`src/rtl/core/wss_pkg.sv`:
```
// Shared types and constants for the windowed sample statistics block.
// Used by wss_ctrl, wss_dp and windowed_sample_statistics; no dependencies.
package wss_pkg;

  localparam int WINDOW_DEF = 360;
  localparam int SAMPLE_W   = 16;
  localparam int STAMP_W    = 32;
  localparam int HELD_W     = 9;

  localparam logic signed [SAMPLE_W-1:0] RESET_MAX = -16'sd9999;
  localparam logic signed [SAMPLE_W-1:0] RESET_MIN = 16'sd9999;

  typedef enum logic [2:0] {
    S_IDLE,
    S_UPDATE,
    S_PREP,
    S_DIV,
    S_DONE
  } wss_state_t;

  typedef struct packed {
    logic accept;
    logic update;
    logic prep;
    logic step;
    logic emit;
  } wss_cmd_t;

  typedef struct packed {
    logic div_last;
    logic out_free;
  } wss_sts_t;

endpackage

```
`src/rtl/core/wss_ctrl.sv`:
```
// Controller state machine: sequences accept, window update, divide and result load.
// Depends on wss_pkg; drives wss_dp through wss_cmd_t and reads wss_sts_t.
module wss_ctrl
  import wss_pkg::*;
(
  input  logic     clk,
  input  logic     rst_n,
  input  logic     in_valid,
  output logic     in_ready,
  input  wss_sts_t sts,
  output wss_cmd_t cmd
);

  wss_state_t state_r, state_nxt;

  always_ff @(posedge clk) begin
    if (!rst_n) begin
      state_r <= S_IDLE;
    end else begin
      state_r <= state_nxt;
    end
  end

  always_comb begin
    state_nxt = state_r;
    case (state_r)
      S_IDLE: begin
        if (in_valid) state_nxt = S_UPDATE;
      end
      S_UPDATE: state_nxt = S_PREP;
      S_PREP:   state_nxt = S_DIV;
      S_DIV: begin
        if (sts.div_last) state_nxt = S_DONE;
      end
      S_DONE: begin
        if (sts.out_free) state_nxt = S_IDLE;
      end
      default: state_nxt = S_IDLE;
    endcase
  end

  always_comb begin
    in_ready   = 1'b0;
    cmd        = '0;
    case (state_r)
      S_IDLE: begin
        in_ready   = 1'b1;
        cmd.accept = in_valid;
      end
      S_UPDATE: cmd.update = 1'b1;
      S_PREP:   cmd.prep   = 1'b1;
      S_DIV:    cmd.step   = 1'b1;
      S_DONE:   cmd.emit   = sts.out_free;
      default: begin
        in_ready = 1'b0;
        cmd      = '0;
      end
    endcase
  end

endmodule

```
`config.mk`:
```
export PLATFORM = sky130hd
export DESIGN_NAME = wss_ctrl
export DESIGN_NICKNAME = d
export VERILOG_FILES = /design/src/rtl/core/wss_pkg.sv /design/src/rtl/core/wss_ctrl.sv
export SDC_FILE = /design/constraint.sdc
export NUM_CORES = 1
export LEC_CHECK = 0
export BUFFER_PORTS_ARGS = -buffer_cell sky130_fd_sc_hd__buf_2
export CAP_MARGIN = 30
export CORE_AREA = 8 8 45 47
export DETAILED_ROUTE_END_ITERATION = 10
export DIE_AREA = 0 0 53 55
export PLACE_DENSITY_LB_ADDON = 0.12
export SLEW_MARGIN = 40
export SYNTH_ARGS = -nofsm -noshare
export SYNTH_HDL_FRONTEND = slang
export SYNTH_SLANG_ARGS = --single-unit
```
`constraint.sdc`:
```
create_clock -name clk -period 1.6 [get_ports clk]
set_clock_uncertainty 0.15 [all_clocks]
set_input_delay 0.08 -clock clk [delete_from_list [all_inputs] [get_ports clk]]
set_output_delay 0.08 -clock clk [all_outputs]
set_load 0.03 [all_outputs]
```
==> flow_metrics.env, run 1 <==
export IMPL_via_count=204
export IMPL_fp_row_count=14
export IMPL_grt_setup_unrepaired="no"
export IMPL_cts_hold_buf=4
export IMPL_gp_congestion=0.716
export IMPL_grt_overflow=0
export IMPL_route_detailed_drc=0
export IMPL_worst_setup_path_end_kind="primary output"
export IMPL_antenna_violating_nets_post_route=0
export IMPL_worstHoldPathType="reg2reg"
export IMPL_synthesis_yosys_warnings=0
export IMPL_biggestRegsByFlops="state_r (3)"
export IMPL_synth_sequential_area_ratio_pct=30.8
export IMPL_flow_area_growth_from_synthesis_pct=57.7
export IMPL_layout_nets=43
export IMPL_highest_layer="met3"
export IMPL_worstHoldStart="state_r[1]"
export IMPL_n_antenna_cell=0
export IMPL_layout_min_cycle_time_ns=1.42
export IMPL_timing_max_transition_violations_final=0
export IMPL_post_drt_via_cell_ratio=3.85
export IMPL_postCtsResizedCells=0
export IMPL_wire_length_of_the_first_global_routing_pass_um=910
export IMPL_layout_cells_sized_above_1_pct=43.2
export IMPL_core_area_mm2=0.00138
export IMPL_dpl_worst_slack_ns=0.332
export IMPL_chipWidth_um=53
export IMPL_io_pin_count=11
export IMPL_fp_dieArea_mm2=0.00292
export IMPL_post_route_worst_setup_slack_ns=0.181
export IMPL_fmax_mhz=705
export IMPL_whs_path_depth=2
export IMPL_total_standard_cell_area_after_synthesis_um2=195
export IMPL_totalNegativeSetupSlack_ns=0
export IMPL_yosys_register_bits=3
export IMPL_drt_wirelength_per_cell_um=10.3
export IMPL_critical_path_startpoint="state_r[1]"
export IMPL_worstSetupPathType="reg2out"
export IMPL_cts_reportedPaths_clkPinSlew_ns=0.04
export IMPL_outcome="finished, final reports clean"
export IMPL_detailedRoute_firstIterationViolations=4
export IMPL_synth_area_per_cell_um2=8.87
export IMPL_flip_flop_count_of_the_largest_register_after_layout=3
export IMPL_critical_path_required_ns=1.37
export IMPL_detailedPlacementHpwl_um=405
export IMPL_final_hold_violation_count=0
export IMPL_tightest_slew_ns=0.292
export IMPL_startpoint_of_the_worst_slack_reg_to_reg_timing_path="state_r[1]"
export IMPL_powerDensity_mw_per_mm2=971
export IMPL_setup_viol=0
export IMPL_grt_pass1_vias=219
export IMPL_area_sequential_um2=60.1
export IMPL_final_hold_worst_slack_ns=0.456
export IMPL_finalCoreUtilization_pct=22.2
export IMPL_met3_length_um=34
export IMPL_post_synthesis_net_count=27
export IMPL_crit_share_post_route_pct=88.7
export IMPL_cts_repair_timing_setup_buffer_count=0
export IMPL_top_register_by_number_of_flip_flops="state_r"
export IMPL_io_buffers=10
export IMPL_worst_slew_margin_rel_pct=80.5
export IMPL_antenna_found_initial=0
export IMPL_max_cap_violations=0
export IMPL_area_of_the_multi_input_gates_um2=111
export IMPL_timing_reg2reg_worst_path_depth=2
export IMPL_met1Wirelength_um=271
export IMPL_cts_made_buffers=3
export IMPL_routed_wirelength_um=547
export IMPL_groute_usage_overall_pct=4.53
export IMPL_clk_latency_ns=0.23
export IMPL_total_leakage_power_nw=0.145
export IMPL_clkSinkCount=3
export IMPL_ir_worst_vdd_mv=0.207
export IMPL_die_y_um=55
export IMPL_initial_core_util_pct=14.1
export IMPL_first_pass_iters=4
export IMPL_largest_fanout_of_any_net_on_the_critical_path=10
export IMPL_worst_ep_arrival_time_ns=1.19
export IMPL_tritoncts="built"
export IMPL_clock_tree_root_cell="sky130_fd_sc_hd__clkbuf_4"
export IMPL_fin_total_pwr_mw=0.299
export IMPL_layout_filler_cells=157
export IMPL_met2WireLength_um=242
export IMPL_netlist_instances=22
export IMPL_grt_start_max_net_pins=11
export IMPL_synth_cell_types=16
export IMPL_count_of_h_tree_levels_built_during_cts=1
export IMPL_timing_critical_path_from_type="flop"
export IMPL_cts_buffer_depth=2
-- worst paths after layout --
kind / end / slack, ns
worst max-delay path: cmd[0] / 0.18
worst max register to register: state_r[2] / 0.32
worst min-delay path: state_r[2] / 0.46
worst min register to register: state_r[2] / 0.46
-- metal layers --
| metal | vias to the layer above | global-route usage (%) |
|---|---|---|
| li1 | 107 | - |
| met1 | 91 | 4.54 |
| met2 | 6 | 5.66 |
| met3 | 0 | 1.60 |
| met4 | 0 | 7.76 |
| met5 | - | 0 |
-- area by class of cell --
class / count / share of cell area (%)
Clock buffer: 4 / 8.54
Multi-Input combinational cell: 16 / 36.2
Sequential cell: 3 / 19.5
Timing Repair Buffer: 14 / 29.3
Tap cell: 16 / 6.50
-- synthesized netlist by cell type --
library cell | n | area [um^2]
sky130_fd_sc_hd__a21bo_2 | 1 | 10.0
sky130_fd_sc_hd__a21boi_1 | 1 | 7.51
sky130_fd_sc_hd__a21oi_1 | 1 | 5.00
sky130_fd_sc_hd__and3_1 | 1 | 6.26
sky130_fd_sc_hd__and3_2 | 1 | 7.51
sky130_fd_sc_hd__and3b_2 | 1 | 10.0
sky130_fd_sc_hd__buf_2 | 1 | 5.00
sky130_fd_sc_hd__buf_4 | 1 | 7.51
sky130_fd_sc_hd__buf_6 | 1 | 11.3
sky130_fd_sc_hd__dfxtp_1 | 3 | 60.1
sky130_fd_sc_hd__nand2b_1 | 2 | 12.5
sky130_fd_sc_hd__nand4b_1 | 1 | 8.76
sky130_fd_sc_hd__nor2_1 | 1 | 3.75
sky130_fd_sc_hd__nor3_1 | 3 | 15.0
sky130_fd_sc_hd__nor3b_1 | 2 | 15.0
sky130_fd_sc_hd__or4b_1 | 1 | 10.0
-- cell families (layout without fill, tap and decap cells) --
logic type	after synthesis	in the layout	share of synthesized area, %
compound gates	3	3	11.5
buf+inv	3	18	12.2
flops	3	3	30.8
simple gates	13	13	45.5
-- critical path: stages, from the launching register on --
cell and delay [ns]:
sky130_fd_sc_hd__dfxtp_1 0.48, sky130_fd_sc_hd__nor2_1 0.12, sky130_fd_sc_hd__and3_1 0.19, sky130_fd_sc_hd__buf_2 0.17
-- placed cells by master (no fill, tap or decap), drive strengths merged --
| master | count |
|---|---|
| a21bo | 1 |
| a21boi | 1 |
| a21oi | 1 |
| and3 | 2 |
| and3b | 1 |
| buf | 10 |
| clkbuf | 4 |
| dfxtp | 3 |
| dlygate4sd3 | 4 |
| nand2b | 2 |
| nand4b | 1 |
| nor2 | 1 |
| nor3 | 3 |
| nor3b | 2 |
| or4b | 1 |
-- power by group --
group / internal [mW] / switching [mW] / total, mW / leakage (nW)
Sequential: 0.0806 / 0.0119 / 0.0925 / 0.0247
Combinational: 0.0310 / 0.0425 / 0.0735 / 0.105
Clock: 0.0935 / 0.0395 / 0.133 / 0.0150
Total: 0.205 / 0.0939 / 0.299 / 0.145
-- through the flow --
stage,cell area (um^2),cells
final,308,53
after global routing,308,53
after CTS,308,53
after detailed placement,241,45
after global placement,241,45
after floorplan,195,22
(Power assumes the default switching activity.)
==> run 2: changes to the inputs <==
- CTS_BUF_LIST: default -> sky130_fd_sc_hd__clkbuf_4
==> run 2 against run 1 <==
Non-clock buffer count did not move; fmax about the same; power is 5.5% higher; global-route usage down 0.16 points; sequential share of layout area is 0.24 points lower; flip-flop and latch count is the same; critical path depth unchanged; cell count unchanged; setup slack better by 0.00054 ns; clock-buffer cell count unchanged; combinational power about the same; highest routed layer unchanged.
==> flow_metrics.env, run 2 (synthesis results as in run 1) <==
export IMPL_tightest_slew_ns=0.292
export IMPL_groute_usage_overall_pct=4.36
export IMPL_flow_area_growth_from_synthesis_pct=59.6
export IMPL_finish_instance_area_um2=312
export IMPL_outcome="finished, final reports clean"
export IMPL_crit_share_post_route_pct=88.6
export IMPL_critical_path_startpoint="state_r[1]"
export IMPL_ff2ff_setup_slack_ns=0.32
export IMPL_grt_setup_unrepaired="no"
export IMPL_crit_slowest_cell="sky130_fd_sc_hd__dfxtp_1"
export IMPL_first_pass_iters=4
export IMPL_worstSetupPathType="reg2out"
export IMPL_wire_length_of_the_first_global_routing_pass_um=903
export IMPL_via_count=204
export IMPL_total_leakage_power_nw=0.148
export IMPL_detailedPlacementHpwl_um=405
export IMPL_critical_path_required_ns=1.37
export IMPL_drt_wirelength_per_cell_um=10.3
export IMPL_post_dp_cell_area_um2=241
export IMPL_post_drt_via_cell_ratio=3.85
export IMPL_clk_latency_ns=0.23
export IMPL_worst_setup_path_end_kind="primary output"
export IMPL_worstHoldPathType="reg2reg"
export IMPL_final_hold_violation_count=0
export IMPL_dpl_worst_slack_ns=0.332
export IMPL_layout_nets=43
export IMPL_route_detailed_drc=0
export IMPL_cts_buffer_depth=2
export IMPL_count_of_h_tree_levels_built_during_cts=1
export IMPL_max_cap_violations=0
export IMPL_detailedRoute_firstIterationViolations=4
export IMPL_timing_max_transition_violations_final=0
export IMPL_startpoint_of_the_worst_slack_reg_to_reg_timing_path="state_r[1]"
export IMPL_grt_start_max_net_pins=11
export IMPL_n_antenna_cell=0
export IMPL_area_sequential_um2=60.1
export IMPL_cts_reportedPaths_clkPinSlew_ns=0.04
export IMPL_antenna_violating_nets_post_route=0
export IMPL_final_hold_worst_slack_ns=0.457
export IMPL_fp_dieArea_mm2=0.00292
export IMPL_clock_tree_root_cell="sky130_fd_sc_hd__clkbuf_4"
export IMPL_cts_made_buffers=3
export IMPL_finalCoreUtilization_pct=22.5
export IMPL_biggestRegsByFlops="state_r (3)"
export IMPL_io_pin_count=11
export IMPL_ir_worst_vdd_mv=0.207
export IMPL_layout_cells_sized_above_1_pct=45.9
export IMPL_timing_critical_path_from_type="flop"
export IMPL_grt_pass1_vias=219
export IMPL_layout_filler_cells=157
export IMPL_grt_overflow=0
export IMPL_largest_fanout_of_any_net_on_the_critical_path=10
export IMPL_critical_path_cell_chain="nor2_1 > and3_1 > buf_2"
export IMPL_flip_flop_count_of_the_largest_register_after_layout=3
export IMPL_core_area_mm2=0.00138
export IMPL_timing_reg2reg_worst_path_depth=2
export IMPL_tritoncts="built"
export IMPL_worst_slew_margin_rel_pct=80.5
export IMPL_worst_ep_arrival_time_ns=1.19
export IMPL_antenna_found_initial=0
export IMPL_slowest_delay_ns=0.48
export IMPL_most_common_layout_cells="10 x sky130_fd_sc_hd__buf_2, 4 x sky130_fd_sc_hd__clkbuf_4, 4 x sky130_fd_sc_hd__dlygate4sd3_1"
export IMPL_io_buffers=10
export IMPL_initial_core_util_pct=14.1
export IMPL_top_register_by_number_of_flip_flops="state_r"
export IMPL_layout_min_cycle_time_ns=1.42
export IMPL_timing_critical_path_buf_inv=1
export IMPL_clkSinkCount=3
export IMPL_fmax_mhz=705
export IMPL_post_route_worst_setup_slack_ns=0.182
export IMPL_cpLargestDelayFamily="flip-flops"
export IMPL_die_y_um=55
export IMPL_setup_viol=0
export IMPL_chipWidth_um=53
export IMPL_routed_wirelength_um=544
export IMPL_number_of_stages_on_the_worst_setup_path=3
export IMPL_timing_critical_path_to="cmd[0]"
export IMPL_crit_reg2reg_capture="state_r[2]"
export IMPL_postCtsResizedCells=0
export IMPL_area_of_the_multi_input_gates_um2=111
export IMPL_gp_congestion=0.716
export IMPL_fp_row_count=14
export IMPL_layout_cells_most_common="sky130_fd_sc_hd__buf_2"
export IMPL_powerDensity_mw_per_mm2=1010
export IMPL_totalNegativeSetupSlack_ns=0
## run 2: report_power, final
part	internal (mW)	switching, mW	total [mW]	leakage [nW]
clock network	0.110	0.0391	0.149	0.0184
logic	0.0310	0.0425	0.0735	0.105
registers	0.0806	0.0119	0.0925	0.0247
total	0.222	0.0935	0.315	0.148
## run 2: cell type report
type                    count  area share (%)
flip-flops and latches      3            19.3
well taps                  16            6.43
multi-input cells          16            35.7
repair buffers             14            28.9
clock buffers               4            9.64
## run 2: how the worst min path moves through the flow
stage | start | to | slack (ns) | cells after the start
after floorplan | rst_n | state_r[2] | 0.08 | 1
after global placement | rst_n | state_r[2] | 0.20 | 2
after detailed placement | rst_n | state_r[2] | 0.21 | 2
after CTS | state_r[1] | state_r[2] | 0.45 | 2
after global routing | state_r[1] | state_r[2] | 0.50 | 2
final | state_r[1] | state_r[2] | 0.46 | 2
## run 2: per-layer routing
layer  vias up  routed length, um  GRT usage (%)
met5         -                  0              0
met4         0                  0           6.47
met3         0                 34           1.60
met2         6                237           5.66
met1        91                272           4.54
li1        107                  -              -
## run 2: worst reg2reg max path, stage by stage, from the launching register on
cell and delay [ns]:
sky130_fd_sc_hd__dfxtp_1 0.38, sky130_fd_sc_hd__or4b_1 0.54, sky130_fd_sc_hd__a21boi_1 0.15
## run 2: per-stage QoR
| stage | instances | power [mW] |
|---|---|---|
| detailed placement | 45 | 0.160 |
| global placement | 45 | 0.161 |
| global route | 53 | 0.338 |
| floorplan | 22 | 0.145 |
| finish | 53 | 0.315 |
| CTS | 53 | 0.324 |
## run 2: timing repair
item | in CTS | in global routing
hold buffers | 4 | 0
endpoints found under the hold margin | 3 | 0
buffers inserted | 0 | 0
==> run 3: changes to the inputs <==
- ABC_AREA: default -> 1
==> run 3 against run 2 <==
Global-route usage decreased by 0.16 points; utilization increased by 0.99 points; flip-flop and latch count unchanged; first-iteration DRC count increased by 50%; cell count increased by 21%; final area increased by 4.4%; area after synthesis increased by 11%; via count increased by 14%; clock power about the same; combinational power increased to 5.2 times the previous value; sequential share of layout area decreased by 0.82 points; sequential power increased by 68%; critical path type unchanged; critical endpoint is now cmd[4].
==> flow_metrics.env, run 3 <==
export IMPL_flip_flop_count_of_the_largest_register_after_layout=3
export IMPL_antenna_found_initial=0
export IMPL_ff2ff_setup_slack_ns=0.38
export IMPL_final_hold_worst_slack_ns=0.0556
export IMPL_biggestRegsByFlops="state_r (3)"
export IMPL_grt_overflow=0
export IMPL_io_buffers=10
export IMPL_post_drt_via_cell_ratio=3.64
export IMPL_synth_commonest_cells="9 x sky130_fd_sc_hd__nor2_1, 6 x sky130_fd_sc_hd__inv_1, 3 x sky130_fd_sc_hd__dfxtp_1, 3 x sky130_fd_sc_hd__nand3_1"
export IMPL_postSynth_topFlopCell="sky130_fd_sc_hd__dfxtp_1"
export IMPL_fp_row_count=14
export IMPL_crit_share_post_route_pct=88.7
export IMPL_layout_cells_most_common="sky130_fd_sc_hd__buf_2"
export IMPL_timing_reg2reg_worst_path_depth=7
export IMPL_crit_reg2reg_capture="state_r[0]"
export IMPL_die_y_um=55
export IMPL_timing_critical_path_buf_inv=2
export IMPL_synth_cell_types=14
export IMPL_synth_most_common_cell="sky130_fd_sc_hd__nor2_1"
export IMPL_grt_start_max_net_pins=7
export IMPL_clkSinkCount=3
export IMPL_post_synth_top_area_fraction_pct=27.7
export IMPL_fmax_mhz=704
export IMPL_ir_worst_vdd_mv=0.416
export IMPL_count_of_h_tree_levels_built_during_cts=1
export IMPL_initial_core_util_pct=15.6
export IMPL_drt_wirelength_per_cell_um=8.14
export IMPL_detailedRoute_firstIterationViolations=6
export IMPL_antenna_violating_nets_post_route=0
export IMPL_n_antenna_cell=0
export IMPL_netlist_instances=34
export IMPL_synth_sequential_area_ratio_pct=27.7
export IMPL_worst_slew_margin_rel_pct=83.7
export IMPL_largest_area_contributor_in_the_netlist="sky130_fd_sc_hd__dfxtp_1"
export IMPL_postSynth_asyncResetShare_pct=0
export IMPL_totalNegativeSetupSlack_ns=0
export IMPL_powerDensity_mw_per_mm2=2110
export IMPL_top_register_by_number_of_flip_flops="state_r"
export IMPL_max_cap_violations=0
export IMPL_total_leakage_power_nw=0.180
export IMPL_route_detailed_drc=0
export IMPL_clock_tree_root_cell="sky130_fd_sc_hd__clkbuf_4"
export IMPL_dpl_worst_slack_ns=0.361
export IMPL_whs_path_depth=5
export IMPL_total_standard_cell_area_after_synthesis_um2=216
export IMPL_yosys_register_bits=3
export IMPL_layoutNonFillerInstCount=64
export IMPL_critical_path_cell_chain="nor2_2 > inv_1 > nor3_1 > buf_2"
export IMPL_layout_cells_sized_above_1_pct=45.8
export IMPL_final_hold_violation_count=0
export IMPL_fp_dieArea_mm2=0.00292
export IMPL_timing_max_transition_violations_final=0
export IMPL_synthesis_yosys_warnings=0
export IMPL_cts_buffer_depth=2
export IMPL_critical_path_required_ns=1.37
export IMPL_routed_wirelength_um=521
export IMPL_worstSetupPathType="reg2out"
export IMPL_postCtsResizedCells=0
export IMPL_tightest_slew_ns=0.244
export IMPL_tritoncts="built"
export IMPL_most_common_layout_cells="10 x sky130_fd_sc_hd__buf_2, 9 x sky130_fd_sc_hd__nor2_1, 6 x sky130_fd_sc_hd__inv_1"
export IMPL_worstHoldStart="sts[1]"
export IMPL_synth_top_cells_by_area="sky130_fd_sc_hd__dfxtp_1 28%, sky130_fd_sc_hd__nor2_1 16%, sky130_fd_sc_hd__inv_1 10%"
export IMPL_synth_area_per_cell_um2=6.37
export IMPL_timing_critical_path_from_type="flop"
export IMPL_slowest_delay_ns=0.35
export IMPL_post_route_worst_setup_slack_ns=0.180
export IMPL_post_dp_cell_area_um2=285
export IMPL_crit_slowest_cell="sky130_fd_sc_hd__dfxtp_1"
export IMPL_post_synthesis_net_count=39
export IMPL_dpl_cell_count=59
export IMPL_wire_length_of_the_first_global_routing_pass_um=841
export IMPL_layout_min_cycle_time_ns=1.42
export IMPL_gp_congestion=0.715
export IMPL_worst_hold_path_endpoint="state_r[2]"
export IMPL_layout_filler_cells=156
export IMPL_worst_setup_path_end_kind="primary output"
export IMPL_largest_fanout_of_any_net_on_the_critical_path=4
export IMPL_grt_pass1_vias=236
export IMPL_layout_nets=54
export IMPL_core_area_mm2=0.00138
export IMPL_finalCoreUtilization_pct=23.5
export IMPL_setup_viol=0
export IMPL_finish_instance_area_um2=325
export IMPL_synth_enable_flop_cells=0
export IMPL_clk_latency_ns=0.23
export IMPL_chipWidth_um=53
export IMPL_fin_total_pwr_mw=0.686
export IMPL_worstHoldPathType="in2reg"
export IMPL_first_pass_iters=2
export IMPL_grt_setup_unrepaired="no"
export IMPL_io_pin_count=11
export IMPL_outcome="finished, final reports clean"
export IMPL_cpLargestDelayFamily="flip-flops"
export IMPL_flow_area_growth_from_synthesis_pct=50.3
export IMPL_cts_reportedPaths_clkPinSlew_ns=0.04
export IMPL_worst_ep_arrival_time_ns=1.19
export IMPL_cts_made_buffers=3
export IMPL_cts_repair_timing_setup_buffer_count=0
export IMPL_groute_usage_overall_pct=4.21
export IMPL_startpoint_of_the_worst_slack_reg_to_reg_timing_path="state_r[1]"
export IMPL_via_count=233
[run 3: changes by cell type after synthesis, sizes merged, moves of 2 or more]
cell	change
nand2	+4
buf	-2
inv	+7
nor2	+10
nand3	+5
nor3b	-2
and3	-2
nand2b	-2
nor3	-2
[run 3: tightest hold or removal path: cells and delay by family]
family / cells / cell delay, ns
buf+inv: 2 / 0.14
simple gates: 3 / 0.16
[run 3: power by group]
part           leakage (nW)  switching [mW]  internal [mW]
Clock                0.0184          0.0391          0.110
Sequential           0.0249          0.0493          0.105
Combinational         0.137           0.261          0.121
Total                 0.180           0.350          0.337
[run 3: worst max path at each step]
stage | to | depth (start not counted) | slack (ns) | from
5_1_grt | cmd[4] | 4 | 0.04 | state_r[2]
3_5_place_dp | state_r[0] | 7 | 0.36 | state_r[1]
3_3_place_gp | state_r[1] | 7 | 0.33 | state_r[1]
4_1_cts | cmd[4] | 4 | 0.16 | state_r[2]
6_report | cmd[4] | 4 | 0.18 | state_r[2]
2_1_floorplan | cmd[4] | 3 | 0.13 | state_r[2]
[run 3: per-layer routing]
layer | wire length [um] | global-route usage [%] | vias to the layer above
met5 | 0 | 0 | -
met4 | 0 | 5.17 | 0
met3 | 56 | 2.14 | 0
met2 | 280 | 7.03 | 5
met1 | 184 | 3.19 | 97
li1 | - | - | 131
[run 3: logic make-up (layout without fill, tap and decap cells)]
kind of cell	count (synthesis)	in the layout	synth area share, %
AND/OR/NAND/NOR	22	22	54.3
AO/OA/AOI/OAI	1	1	2.31
flip-flops	3	3	27.7
buffers and inverters	8	22	15.6
[run 3: area by class of cell]
type                            instances  area (um^2)  area share, %
Inverter                                7         26.3           8.08
Clock buffer                            4         30.0           9.23
Multi-Input combinational cell         23          129           39.6
Sequential cell                         3         60.1           18.5
Timing Repair Buffer                   11         60.1           18.5
Tap cell                               16         20.0           6.15
[run 3: repair_timing]
item / CTS / global route
hold buffers: 1 / 0
endpoints found under the hold margin: 3 / 0
setup endpoints to repair: 0 / 0
